--- config.mk ---
export PLATFORM = sky130hd
export DESIGN_NAME = servo_jog_command_positioner_flat
export DESIGN_NICKNAME = d
export VERILOG_FILES = /design/src/design/sjcp_pkg.sv /design/src/design/sjcp_if.sv /design/src/design/servo_jog_command_positioner.sv /design/src/flat_wrapper.sv
export SDC_FILE = /design/constraint.sdc
export NUM_CORES = 1
export LEC_CHECK = 0
export ABC_CLOCK_PERIOD_IN_PS = 16900
export BUFFER_PORTS_ARGS = -buffer_cell sky130_fd_sc_hd__buf_2
export CAP_MARGIN = 10
export CORE_ASPECT_RATIO = 0.7
export CORE_UTILIZATION = 41
export DETAILED_ROUTE_END_ITERATION = 6
export GPL_TIMING_DRIVEN = 1
export PLACE_DENSITY_LB_ADDON = 0.3
export SLEW_MARGIN = 30
export SYNTH_ARGS = -nofsm -noshare
export SYNTH_HDL_FRONTEND = slang
export SYNTH_SLANG_ARGS = --single-unit
--- constraint.sdc ---
create_clock -name clk -period 16.9 [get_ports clk]
set_input_delay 0 -clock clk [delete_from_list [all_inputs] [get_ports clk]]
set_output_delay 0 -clock clk [all_outputs]
set_load 0.01 [all_outputs]
--- src/design/sjcp_pkg.sv ---
// sjcp_pkg: widths, reset values, command codes and register indexes for the
// servo jog command positioner. No dependencies.
package sjcp_pkg;

  localparam int unsigned CmdW   = 8;
  localparam int unsigned WidthW = 16;
  localparam int unsigned CfgIdxW = 2;

  typedef logic [CmdW-1:0]    cmd_t;
  typedef logic [WidthW-1:0]  width_t;
  typedef logic [CfgIdxW-1:0] cfg_idx_t;

  // register indexes on the configuration channel
  localparam cfg_idx_t REG_DEFAULT_WIDTH  = 2'd0;
  localparam cfg_idx_t REG_STEP_SIZE      = 2'd1;
  localparam cfg_idx_t REG_PULSE_OVERHEAD = 2'd2;

  // reset values
  localparam width_t DEFAULT_WIDTH_RST  = 16'd1500;
  localparam width_t STEP_SIZE_RST      = 16'd50;
  localparam width_t PULSE_OVERHEAD_RST = 16'd500;
  localparam width_t MIN_RST            = 16'd0;
  localparam width_t MAX_RST            = 16'hFFFF;

  // command bytes
  localparam cmd_t CMD_STEP_DOWN = 8'h2C;
  localparam cmd_t CMD_STEP_UP   = 8'h2E;
  localparam cmd_t CMD_CENTRE    = 8'h20;
  localparam cmd_t CMD_RESET     = 8'h0D;
  localparam cmd_t CMD_SET_MIN   = 8'h3C;
  localparam cmd_t CMD_SET_MAX   = 8'h3E;
  localparam cmd_t CMD_DIGIT_0   = 8'h30;
  localparam cmd_t CMD_DIGIT_9   = 8'h39;

  // digit placement: numerator up to 9 * 65535 + 4, divided by 9
  localparam int unsigned NumW      = 20;
  localparam int unsigned DigitW    = 4;
  localparam logic [DigitW-1:0] DIGIT_SPAN = 4'd9;
  localparam logic [NumW-1:0]   ROUND_ADD  = 20'd4;
  // ceil(2^23 / 9); exact for numerators below 2^21
  localparam int unsigned RecipShift = 23;
  localparam logic [NumW-1:0]   RECIP_NINE = 20'd932068;

endpackage

--- src/design/sjcp_if.sv ---
// sjcp_if: valid/ready channels of the positioner: command in, result out and
// configuration writes. Depends on sjcp_pkg.
interface sjcp_in_if;
  logic               valid;
  logic               ready;
  sjcp_pkg::cmd_t     cmd_byte;
  modport source (output valid, output cmd_byte, input ready);
  modport sink   (input valid, input cmd_byte, output ready);
endinterface

interface sjcp_out_if;
  logic               valid;
  logic               ready;
  sjcp_pkg::width_t   pulse_width;
  sjcp_pkg::width_t   low_limit;
  sjcp_pkg::width_t   high_limit;
  sjcp_pkg::width_t   high_time;
  logic               cmd_status;
  modport source (output valid, output pulse_width, output low_limit, output high_limit,
                  output high_time, output cmd_status, input ready);
  modport sink   (input valid, input pulse_width, input low_limit, input high_limit,
                  input high_time, input cmd_status, output ready);
endinterface

interface sjcp_cfg_if;
  logic               valid;
  logic               ready;
  sjcp_pkg::cfg_idx_t index;
  sjcp_pkg::width_t   data;
  modport source (output valid, output index, output data, input ready);
  modport sink   (input valid, input index, input data, output ready);
endinterface

--- src/design/servo_jog_command_positioner.sv ---
// A command beat is registered in the command stage, its result in the result stage.
// Throughput: one command beat per cycle unless the output stalls; while a result
// beat waits on a stalled output, the command register takes a beat only if empty.
// Reset (rst_n low, synchronous): width 1500, limits 0 and 65535, registers to
// their defaults, both stages empty. Configuration writes are always taken.
module servo_jog_command_positioner (
  input  logic              clk,
  input  logic              rst_n,
  sjcp_in_if.sink           in_if,
  sjcp_out_if.source        out_if,
  sjcp_cfg_if.sink          cfg_if
);

  // configuration registers
  sjcp_pkg::width_t default_width_r;
  sjcp_pkg::width_t step_size_r;
  sjcp_pkg::width_t pulse_overhead_r;

  // command stage
  logic             in_valid_r;
  sjcp_pkg::cmd_t   cmd_r;

  // positioner state
  sjcp_pkg::width_t width_r, width_nxt;
  sjcp_pkg::width_t min_r, min_nxt;
  sjcp_pkg::width_t max_r, max_nxt;

  // result stage
  logic             out_valid_r;
  sjcp_pkg::width_t pulse_width_r;
  sjcp_pkg::width_t low_limit_r;
  sjcp_pkg::width_t high_limit_r;
  sjcp_pkg::width_t high_time_r, high_time_nxt;
  logic             cmd_status_r, cmd_status_nxt;

  logic             advance;
  logic             in_take;

  // datapath intermediates
  logic [sjcp_pkg::WidthW:0]         centre_sum;
  sjcp_pkg::width_t                  centre_q;
  logic [sjcp_pkg::DigitW-1:0]       digit;
  logic [sjcp_pkg::NumW-1:0]         digit_num;
  logic [2*sjcp_pkg::NumW-1:0]       digit_prod;
  sjcp_pkg::width_t                  digit_q;
  sjcp_pkg::width_t                  dn_w;
  sjcp_pkg::width_t                  up_w;
  logic                              is_digit;

  assign advance      = in_valid_r && (!out_valid_r || out_if.ready);
  assign in_if.ready  = !in_valid_r || advance;
  assign in_take      = in_if.valid && in_if.ready;
  assign cfg_if.ready = 1'b1;

  // centre with round-half-even
  assign centre_sum = {1'b0, min_r} + {1'b0, max_r};
  assign centre_q   = centre_sum[sjcp_pkg::WidthW:1] +
                      sjcp_pkg::width_t'(centre_sum[0] & centre_sum[1]);

  // digit placement: ((9-d)*min + d*max + 4) / 9 via reciprocal multiply
  assign digit      = cmd_r[sjcp_pkg::DigitW-1:0];
  assign is_digit   = (cmd_r >= sjcp_pkg::CMD_DIGIT_0) && (cmd_r <= sjcp_pkg::CMD_DIGIT_9);
  assign digit_num  = sjcp_pkg::NumW'(sjcp_pkg::DIGIT_SPAN - digit) * sjcp_pkg::NumW'(min_r)
                    + sjcp_pkg::NumW'(digit) * sjcp_pkg::NumW'(max_r)
                    + sjcp_pkg::ROUND_ADD;
  assign digit_prod = (2*sjcp_pkg::NumW)'(digit_num) * (2*sjcp_pkg::NumW)'(sjcp_pkg::RECIP_NINE);
  assign digit_q    = digit_prod[sjcp_pkg::RecipShift +: sjcp_pkg::WidthW];

  // step down only when above the step, then clamp to the lower limit
  always_comb begin
    dn_w = (width_r > step_size_r) ? width_r - step_size_r : width_r;
    if (dn_w < min_r) begin
      dn_w = min_r;
    end
  end

  // step up only when headroom exceeds the step, then clamp to the upper limit
  always_comb begin
    up_w = ((sjcp_pkg::MAX_RST - width_r) > step_size_r) ? width_r + step_size_r : width_r;
    if (up_w > max_r) begin
      up_w = max_r;
    end
  end

  always_comb begin
    width_nxt      = width_r;
    min_nxt        = min_r;
    max_nxt        = max_r;
    cmd_status_nxt = 1'b0;
    unique case (cmd_r)
      sjcp_pkg::CMD_STEP_DOWN: width_nxt = dn_w;
      sjcp_pkg::CMD_STEP_UP:   width_nxt = up_w;
      sjcp_pkg::CMD_CENTRE:    width_nxt = centre_q;
      sjcp_pkg::CMD_RESET: begin
        min_nxt   = sjcp_pkg::MIN_RST;
        max_nxt   = sjcp_pkg::MAX_RST;
        width_nxt = default_width_r;
      end
      sjcp_pkg::CMD_SET_MIN:   min_nxt = width_r;
      sjcp_pkg::CMD_SET_MAX:   max_nxt = width_r;
      default: begin
        if (is_digit) begin
          width_nxt = digit_q;
        end else begin
          cmd_status_nxt = 1'b1;
        end
      end
    endcase
    high_time_nxt = (width_nxt > pulse_overhead_r) ? width_nxt - pulse_overhead_r : '0;
  end

  // control and state
  always_ff @(posedge clk) begin
    if (!rst_n) begin
      in_valid_r       <= 1'b0;
      out_valid_r      <= 1'b0;
      width_r          <= sjcp_pkg::DEFAULT_WIDTH_RST;
      min_r            <= sjcp_pkg::MIN_RST;
      max_r            <= sjcp_pkg::MAX_RST;
      default_width_r  <= sjcp_pkg::DEFAULT_WIDTH_RST;
      step_size_r      <= sjcp_pkg::STEP_SIZE_RST;
      pulse_overhead_r <= sjcp_pkg::PULSE_OVERHEAD_RST;
    end else begin
      if (in_take) begin
        in_valid_r <= 1'b1;
      end else if (advance) begin
        in_valid_r <= 1'b0;
      end
      if (advance) begin
        out_valid_r <= 1'b1;
        width_r     <= width_nxt;
        min_r       <= min_nxt;
        max_r       <= max_nxt;
      end else if (out_if.ready) begin
        out_valid_r <= 1'b0;
      end
      if (cfg_if.valid) begin
        unique case (cfg_if.index)
          sjcp_pkg::REG_DEFAULT_WIDTH:  default_width_r  <= cfg_if.data;
          sjcp_pkg::REG_STEP_SIZE:      step_size_r      <= cfg_if.data;
          sjcp_pkg::REG_PULSE_OVERHEAD: pulse_overhead_r <= cfg_if.data;
          default: ;
        endcase
      end
    end
  end

  // payload registers
  always_ff @(posedge clk) begin
    if (in_take) begin
      cmd_r <= in_if.cmd_byte;
    end
    if (advance) begin
      pulse_width_r <= width_nxt;
      low_limit_r   <= min_nxt;
      high_limit_r  <= max_nxt;
      high_time_r   <= high_time_nxt;
      cmd_status_r  <= cmd_status_nxt;
    end
  end

  assign out_if.valid       = out_valid_r;
  assign out_if.pulse_width = pulse_width_r;
  assign out_if.low_limit   = low_limit_r;
  assign out_if.high_limit  = high_limit_r;
  assign out_if.high_time   = high_time_r;
  assign out_if.cmd_status  = cmd_status_r;

endmodule

--- src/flat_wrapper.sv ---
// flat-port wrapper written by rule: the top's interface ports become plain ports
module servo_jog_command_positioner_flat 
  (clk, rst_n, in_if_valid, in_if_cmd_byte, in_if_ready, out_if_valid, out_if_pulse_width, out_if_low_limit, out_if_high_limit, out_if_high_time, out_if_cmd_status, out_if_ready, cfg_if_valid, cfg_if_index, cfg_if_data, cfg_if_ready);
  sjcp_in_if in_if_i ();
  sjcp_out_if out_if_i ();
  sjcp_cfg_if cfg_if_i ();
  input  logic clk;
  input  logic rst_n;
  input wire logic [$bits(in_if_i.valid)-1:0] in_if_valid;
  input wire logic [$bits(in_if_i.cmd_byte)-1:0] in_if_cmd_byte;
  output wire logic [$bits(in_if_i.ready)-1:0] in_if_ready;
  output wire logic [$bits(out_if_i.valid)-1:0] out_if_valid;
  output wire logic [$bits(out_if_i.pulse_width)-1:0] out_if_pulse_width;
  output wire logic [$bits(out_if_i.low_limit)-1:0] out_if_low_limit;
  output wire logic [$bits(out_if_i.high_limit)-1:0] out_if_high_limit;
  output wire logic [$bits(out_if_i.high_time)-1:0] out_if_high_time;
  output wire logic [$bits(out_if_i.cmd_status)-1:0] out_if_cmd_status;
  input wire logic [$bits(out_if_i.ready)-1:0] out_if_ready;
  input wire logic [$bits(cfg_if_i.valid)-1:0] cfg_if_valid;
  input wire logic [$bits(cfg_if_i.index)-1:0] cfg_if_index;
  input wire logic [$bits(cfg_if_i.data)-1:0] cfg_if_data;
  output wire logic [$bits(cfg_if_i.ready)-1:0] cfg_if_ready;
  assign in_if_i.valid = in_if_valid;
  assign in_if_i.cmd_byte = in_if_cmd_byte;
  assign in_if_ready = in_if_i.ready;
  assign out_if_valid = out_if_i.valid;
  assign out_if_pulse_width = out_if_i.pulse_width;
  assign out_if_low_limit = out_if_i.low_limit;
  assign out_if_high_limit = out_if_i.high_limit;
  assign out_if_high_time = out_if_i.high_time;
  assign out_if_cmd_status = out_if_i.cmd_status;
  assign out_if_i.ready = out_if_ready;
  assign cfg_if_i.valid = cfg_if_valid;
  assign cfg_if_i.index = cfg_if_index;
  assign cfg_if_i.data = cfg_if_data;
  assign cfg_if_ready = cfg_if_i.ready;
  servo_jog_command_positioner u_core (.clk(clk), .rst_n(rst_n), .in_if(in_if_i), .out_if(out_if_i), .cfg_if(cfg_if_i));
endmodule
==> results.py, run 1 <==
metrics = {
    "run_status": {
        "status": "completed",
    },
    "floorplanning": {
        "fp.dieH_um": 201,
        "rows": 72,
        "io_pins": 99,
        "coreArea_sq_um": 55600,
        "die_area_sq_um": 57700,
        "die_w_um": 287,
        "start_util": 0.418,
    },
    "sta": {
        "fin_crit_sh": 0.911,
        "fin_crit_ns": 15.39,
        "tns_ns": 0,
        "slew_headroom": 0.224,
        "tightest_slew_ns": 1.15,
        "max_freq_ghz": 0.0650,
        "drv_slew": 0,
        "finalSetupViolCount": 0,
        "rsz0062_at_grt": "false",
        "skew_ns": 0.0168,
        "hold_viol": 0,
    },
    "synth": {
        "synth-main-ff-cell": "dfxtp_1",
        "synth_cell_types": 80,
        "synth_edf_count": 73,
        "yosys_register_bits": 171,
        "ys_warn_count": 0,
        "avgSynthCellArea_sq_um": 8.70,
        "async_reset_ff_frac": 0,
        "synth.cell_area_sq_um": 23200,
        "ys_seq_area_frac": 0.179,
        "synthCells": 2672,
    },
    "critical_path": {
        "worstPathRequired_ns": 17.10,
        "crit_end": "u_core.out_if.high_time[14]",
        "cp_top_family": "adder cells",
        "r2r_end": "u_core.out_if.high_time[14]",
        "reg2reg_slack_ns": 1.51,
        "critical_path.max_stage_delay_ns": 0.62,
        "crit_slowest_cell": "inv_1",
        "crit_type": "reg -> reg",
        "start_kind": "flip-flop",
        "crit_arrival_ns": 15.59,
        "cp.depth": 53,
        "crit_path_end_kind": "flip-flop",
        "reg2reg_from": "u_core.cmd_r[1]",
        "crit_top_cell": "fa_1",
        "crit_fanout": 23,
        "setup.worst_path.start": "u_core.cmd_r[1]",
        "worstPathBufferInverterCount": 10,
        "r2r.worst_path.cells": 53,
    },
    "cts": {
        "post-cts-setup-buffers": 0,
        "ctsLongestPathBuffers": 2,
        "cts_root_buf": "clkbuf_16",
        "cts_hold_buf": 27,
        "cts_tree": "built",
        "cts_sinks": 171,
        "cts_buffers": 17,
        "ctsResizeCount": 0,
        "clkSlewWorstSetupHoldPaths_ns": 0.08,
        "clk_latency_ns": 0.46,
        "htreeDepth": 4,
    },
    "worst_hold_path": {
        "min_from": "cfg_if_index[0]",
        "min_path_type": "in -> reg",
        "hold_depth": 4,
    },
    "place": {
        "numPortBuffers": 97,
        "placed_area_sq_um": 24500,
        "gp_congestion": 1.03,
        "place_hpwl_um": 65200,
    },
    "global_route": {
        "overflow": 0,
        "grt.total_usage": 0.277,
        "antenna_found_initial": 2,
        "grt_max_degree": 90,
        "grt_pass1_wl_um": 120000,
        "grt_pass1_vias": 19060,
    },
    "drt": {
        "wl_um": 78400,
        "drc": 0,
        "drt_first_pass_iters": 6,
        "drt_iter0_drc": 2018,
        "ant_nets": 0,
        "dr_total_vias": 19609,
        "avgRoutedWirePerCell_um": 22.4,
        "via_per_inst": 5.60,
    },
    "cells_and_area": {
        "insertedDiodeCount": 0,
        "fin_nets": 3353,
        "layout-drive-gt1-share": 0.0714,
        "final_area_sq_um": 25400,
        "areaGrowthSynthToFinish_pct": 9.17,
    },
    "flow_run": {
        "max_cap_viol_count": 0,
    },
}
[per-layer routing]
metal | track usage | wire length [um] | up-vias
met1 | 0.446 | 38800 | 9709
met4 | 0.0458 | 1090 | 2
met3 | 0.0789 | 8610 | 76
met2 | 0.358 | 30000 | 869
li1 | - | - | 8953
met5 | 0 | 13 | -
[flip-flops by register name (all words and copies together) (netlist names), 8 cells and up]
name / count
u_core.default_width_r: 16
u_core.max_r: 16
u_core.min_r: 16
u_core.out_if.high_limit: 16
u_core.out_if.high_time: 16
u_core.out_if.low_limit: 16
u_core.out_if.pulse_width: 16
u_core.pulse_overhead_r: 16
u_core.step_size_r: 16
u_core.width_r: 16
u_core.cmd_r: 8
[cell type report]
type | count | area [sq um]
clock buffers | 18 | 429
clock inverters | 14 | 154
fillers | 5447 | 30200
inverters | 516 | 1940
multi-input cells | 1892 | 16800
flip-flops and latches | 171 | 4150
well taps | 740 | 926
repair buffers | 150 | 955
[worst min path at each step]
stage,to
6_report,u_core.pulse_overhead_r[9]
5_1_grt,u_core.pulse_overhead_r[9]
4_1_cts,u_core.pulse_overhead_r[3]
3_5_place_dp,u_core.cmd_r[4]
3_3_place_gp,u_core.cmd_r[5]
2_1_floorplan,u_core.cmd_r[0]
[Yosys cell counts (6+ instances only)]
cell | count | area share
o21a_1 | 11 | 0.0036
a31oi_1 | 9 | 0.0024
nand3_1 | 28 | 0.0060
fa_1 | 244 | 0.21
o211ai_1 | 57 | 0.018
mux2i_1 | 14 | 0.0060
inv_1 | 515 | 0.083
o21ai_0 | 69 | 0.015
buf_2 | 8 | 0.0017
nor3_1 | 31 | 0.0067
buf_1 | 8 | 0.0013
o221ai_1 | 7 | 0.0026
dfxtp_1 | 98 | 0.084
a211o_1 | 11 | 0.0041
a221oi_1 | 16 | 0.0060
ha_1 | 330 | 0.18
clkbuf_1 | 75 | 0.012
a21o_1 | 39 | 0.013
nand2_1 | 288 | 0.047
a21oi_1 | 166 | 0.036
xor2_1 | 42 | 0.016
nor2b_1 | 11 | 0.0030
or3_1 | 11 | 0.0030
nor4_1 | 8 | 0.0022
o21bai_1 | 13 | 0.0042
or2_2 | 9 | 0.0024
nor3b_1 | 6 | 0.0019
xnor2_1 | 94 | 0.035
nand2b_1 | 20 | 0.0054
nand4_1 | 20 | 0.0054
nor2_1 | 135 | 0.022
o31ai_1 | 25 | 0.0081
a211oi_1 | 16 | 0.0052
edfxtp_1 | 73 | 0.094
and3_1 | 18 | 0.0048
and2_1 | 54 | 0.015
[cells by family (layout without fill, tap and decap cells)]
family	Yosys count	in the layout	share of synthesized area
adders and majority gates	574	574	0.388
DFF	171	171	0.179
AOI/OAI and AO/OA	501	501	0.143
xor gates and xnor gates	136	136	0.0512
and+or+nand+nor	658	658	0.130
muxes	20	20	0.00910
buffers and inverters	610	698	0.0993
other	2	3	0.000323
[cell usage in the layout, fill, tap and decap left out, types with 13 or more instances in the layout]
master and n:
fa_1 244, o31ai_1 25, a21oi_1 166, nand4_1 20
mux2i_1 14, nand2_1 288, o211ai_1 57, clkbuf_16 17
nor2_1 132, buf_4 25, xor2_1 42, edfxtp_1 73
o21ai_0 68, a211oi_1 14, nor3_1 30, and3_1 18
dlygate4sd3_1 27, nand2b_1 20, dfxtp_1 98, a21o_1 39
ha_1 330, a221oi_1 16, and2_1 54, o21bai_1 13
inv_1 514, buf_2 97, xnor2_1 94, nand3_1 28
[tightest hold or removal path, cell delays in order]
cell and delay, ns:
buf_2 0.13, nor2_2 0.17, nand2_1 0.11, a21oi_1 0.05
[per-stage QoR]
step | hold WS [ns] | worst slack [ns] | cells | utilization
after floorplan | 0.0989 | 3.58 | 2673 | -
after global placement | 0.181 | 1.64 | 3442 | 0.441
after detailed placement | 0.180 | 1.50 | 3442 | 0.441
after CTS | 0.0214 | 1.43 | 3501 | 0.456
after global routing | 0.0656 | 0.729 | 3501 | 0.457
final | 0.0516 | 1.51 | 3501 | 0.457
Power of run 1 is left out: the tool's default activity adds up to more than one toggle a clock period on the data nets, which glitch-free logic cannot reach.
==> inputs of run 2 (changes only) <==
ABC_AREA = 1   (was default)
==> results.py, run 2 <==
metrics = {
    "run_status": {
        "status": "completed",
    },
    "drt": {
        "wl_um": 76100,
        "highest_layer": "met4",
        "wl_met3_um": 9480,
        "drt_iter0_drc": 2484,
        "via_per_inst": 5.30,
        "drt_first_pass_iters": 7,
        "dr_total_vias": 21338,
        "wl_met2_um": 28300,
        "drt-met1-wl_um": 37400,
        "ant_nets": 0,
        "avgRoutedWirePerCell_um": 18.9,
        "drc": 0,
    },
    "critical_path": {
        "crit_top_cell": "fa_1",
        "critical_path.max_stage_delay_ns": 0.86,
        "worstPathRequired_ns": 17.08,
        "crit_slowest_cell": "edfxtp_1",
        "crit_fanout": 19,
        "crit_arrival_ns": 15.26,
        "crit_type": "reg -> reg",
        "start_kind": "flip-flop",
        "crit_path_end_kind": "flip-flop",
    },
    "cells_and_area": {
        "mostFrequentLayoutCells": "inv_1, nand2_1, ha_1, fa_1, a21oi_1",
        "insertedDiodeCount": 0,
        "areaGrowthSynthToFinish_pct": 8.76,
        "layout-drive-gt1-share": 0.0610,
        "final_common_cell": "inv_1",
        "final_area_sq_um": 26400,
        "fin_nets": 3856,
        "nFillCells": 5921,
    },
    "sta": {
        "fin_crit_sh": 0.892,
        "rsz0062_at_grt": "false",
        "hold_ws_ns": 0.0484,
        "drv_slew": 0,
        "setup_ws_ns": 1.83,
        "tightest_slew_ns": 0.881,
        "finalSetupViolCount": 0,
        "hold_viol": 0,
        "slew_headroom": 0.412,
        "skew_ns": 0.0164,
        "max_freq_ghz": 0.0664,
        "fin_crit_ns": 15.07,
        "tns_ns": 0,
    },
    "synth": {
        "synth.cell_area_sq_um": 24200,
        "synthCells": 3169,
        "synth_top_area_frac": 0.202,
        "async_reset_ff_frac": 0,
        "yosys.area.top_type": "fa_1",
        "avgSynthCellArea_sq_um": 7.65,
        "ys_top_cells_by_count": "inv_1, nand2_1, ha_1",
        "synth_cell_types": 60,
        "ys_seq_area_frac": 0.171,
        "synthTopCellsByArea": "fa_1, ha_1, inv_1",
        "ys_warn_count": 0,
        "synth.most_common_cell": "inv_1",
        "yosys_register_bits": 171,
        "synth-main-ff-cell": "dfxtp_1",
        "synth_edf_count": 73,
    },
    "floorplanning": {
        "die_w_um": 293,
        "io_pins": 99,
        "rows": 74,
        "die_area_sq_um": 60100,
        "fp.dieH_um": 205,
        "start_util": 0.416,
        "coreArea_sq_um": 58300,
    },
    "global_route": {
        "grt_pass1_vias": 19739,
        "antenna_found_initial": 2,
        "grt.total_usage": 0.259,
        "overflow": 0,
        "grt_pass1_wl_um": 118000,
        "grt_max_degree": 74,
    },
    "cts": {
        "post-cts-setup-buffers": 0,
        "clk_latency_ns": 0.48,
        "cts_root_buf": "clkbuf_16",
        "cts_tree": "built",
        "cts_sinks": 171,
        "cts_buffers": 17,
        "clkSlewWorstSetupHoldPaths_ns": 0.07,
        "ctsLongestPathBuffers": 2,
        "htreeDepth": 4,
    },
    "worst_hold_path": {
        "min_path_type": "in -> reg",
    },
    "place": {
        "place_hpwl_um": 63700,
        "numPortBuffers": 97,
        "gp_congestion": 1.07,
        "place_worst_setup_slack_ns": 1.98,
        "placed_area_sq_um": 25400,
    },
    "flow_run": {
        "max_cap_viol_count": 0,
    },
}
-- run 2: cell count changes in the layout (fill, tap and decap cells not counted), moves of 15 or more --
cell,delta
inv_1,+228
nand2_1,+228
o21ai_0,+114
nand3_1,+93
xnor2_1,-68
a21oi_1,+65
nor2_1,+58
and2_1,-50
a21o_1,-28
o211ai_1,-25
o31ai_1,-21
nand2b_1,-20
and3_1,-17
a31oi_1,+15
-- run 2: metrics by stage --
step                utilization  cells
finish                    0.452   4024
global route              0.452   4024
CTS                       0.452   4024
detailed placement        0.436   3962
global placement          0.436   3962
floorplan                     -   3170
-- run 2: kinds of logic (layout without fill, tap and decap cells) --
| kind of cell | after synthesis | after routing | synth area share |
|---|---|---|---|
| AO/OA/AOI/OAI | 579 | 579 | 0.135 |
| flip-flops | 171 | 171 | 0.171 |
| other | 2 | 3 | 0.000310 |
| buffers and inverters | 835 | 929 | 0.132 |
| XOR/XNOR | 83 | 83 | 0.0300 |
| AND/OR/NAND/NOR | 925 | 925 | 0.159 |
| adder cells (fa/ha/maj) | 574 | 574 | 0.372 |
-- run 2: critical path: cells and delay by family, from the launching register on --
family          cells  cell delay [ns]
xor+xnor            3             1.23
simple gates       10             1.54
flops               1             0.86
fa+ha+maj          14             6.96
compound gates     16             3.40
buf+inv             6             0.77
-- run 2: per-layer routing --
layer  global-route usage  up-vias
li1                     -    10183
met1                0.407    10087
met2                0.334      999
met3               0.0871       69
met4               0.0447        0
met5                    0        -
-- run 2: final timing paths --
check	from	to	slack [ns]	depth (start not counted)
setup / recovery	u_core.cmd_r[2]	u_core.out_if.high_time[5]	1.83	49
hold / removal	cfg_if_valid	u_core.step_size_r[1]	0.05	4
setup reg to reg	u_core.cmd_r[2]	u_core.out_if.high_time[5]	1.83	49
hold reg to reg	u_core.pulse_overhead_r[13]	u_core.pulse_overhead_r[13]	0.47	2
-- run 2: layout make-up --
cell class	instances	area (sq um)	area share
Clock buffer	19	443	0.0168
Clock inverter	13	155	0.00589
Inverter	756	2840	0.108
Multi-Input combinational cell	2164	16900	0.642
Sequential cell	171	4150	0.158
Tap cell	760	951	0.0361
Timing Repair Buffer	141	891	0.0338
-- run 2: repair_timing --
item / CTS / global route
hold buffers: 30 / 0
gates resized for setup: 0 / 0
hold endpoints to repair: 58 / 0
Power of run 2 is left out for the same reason.
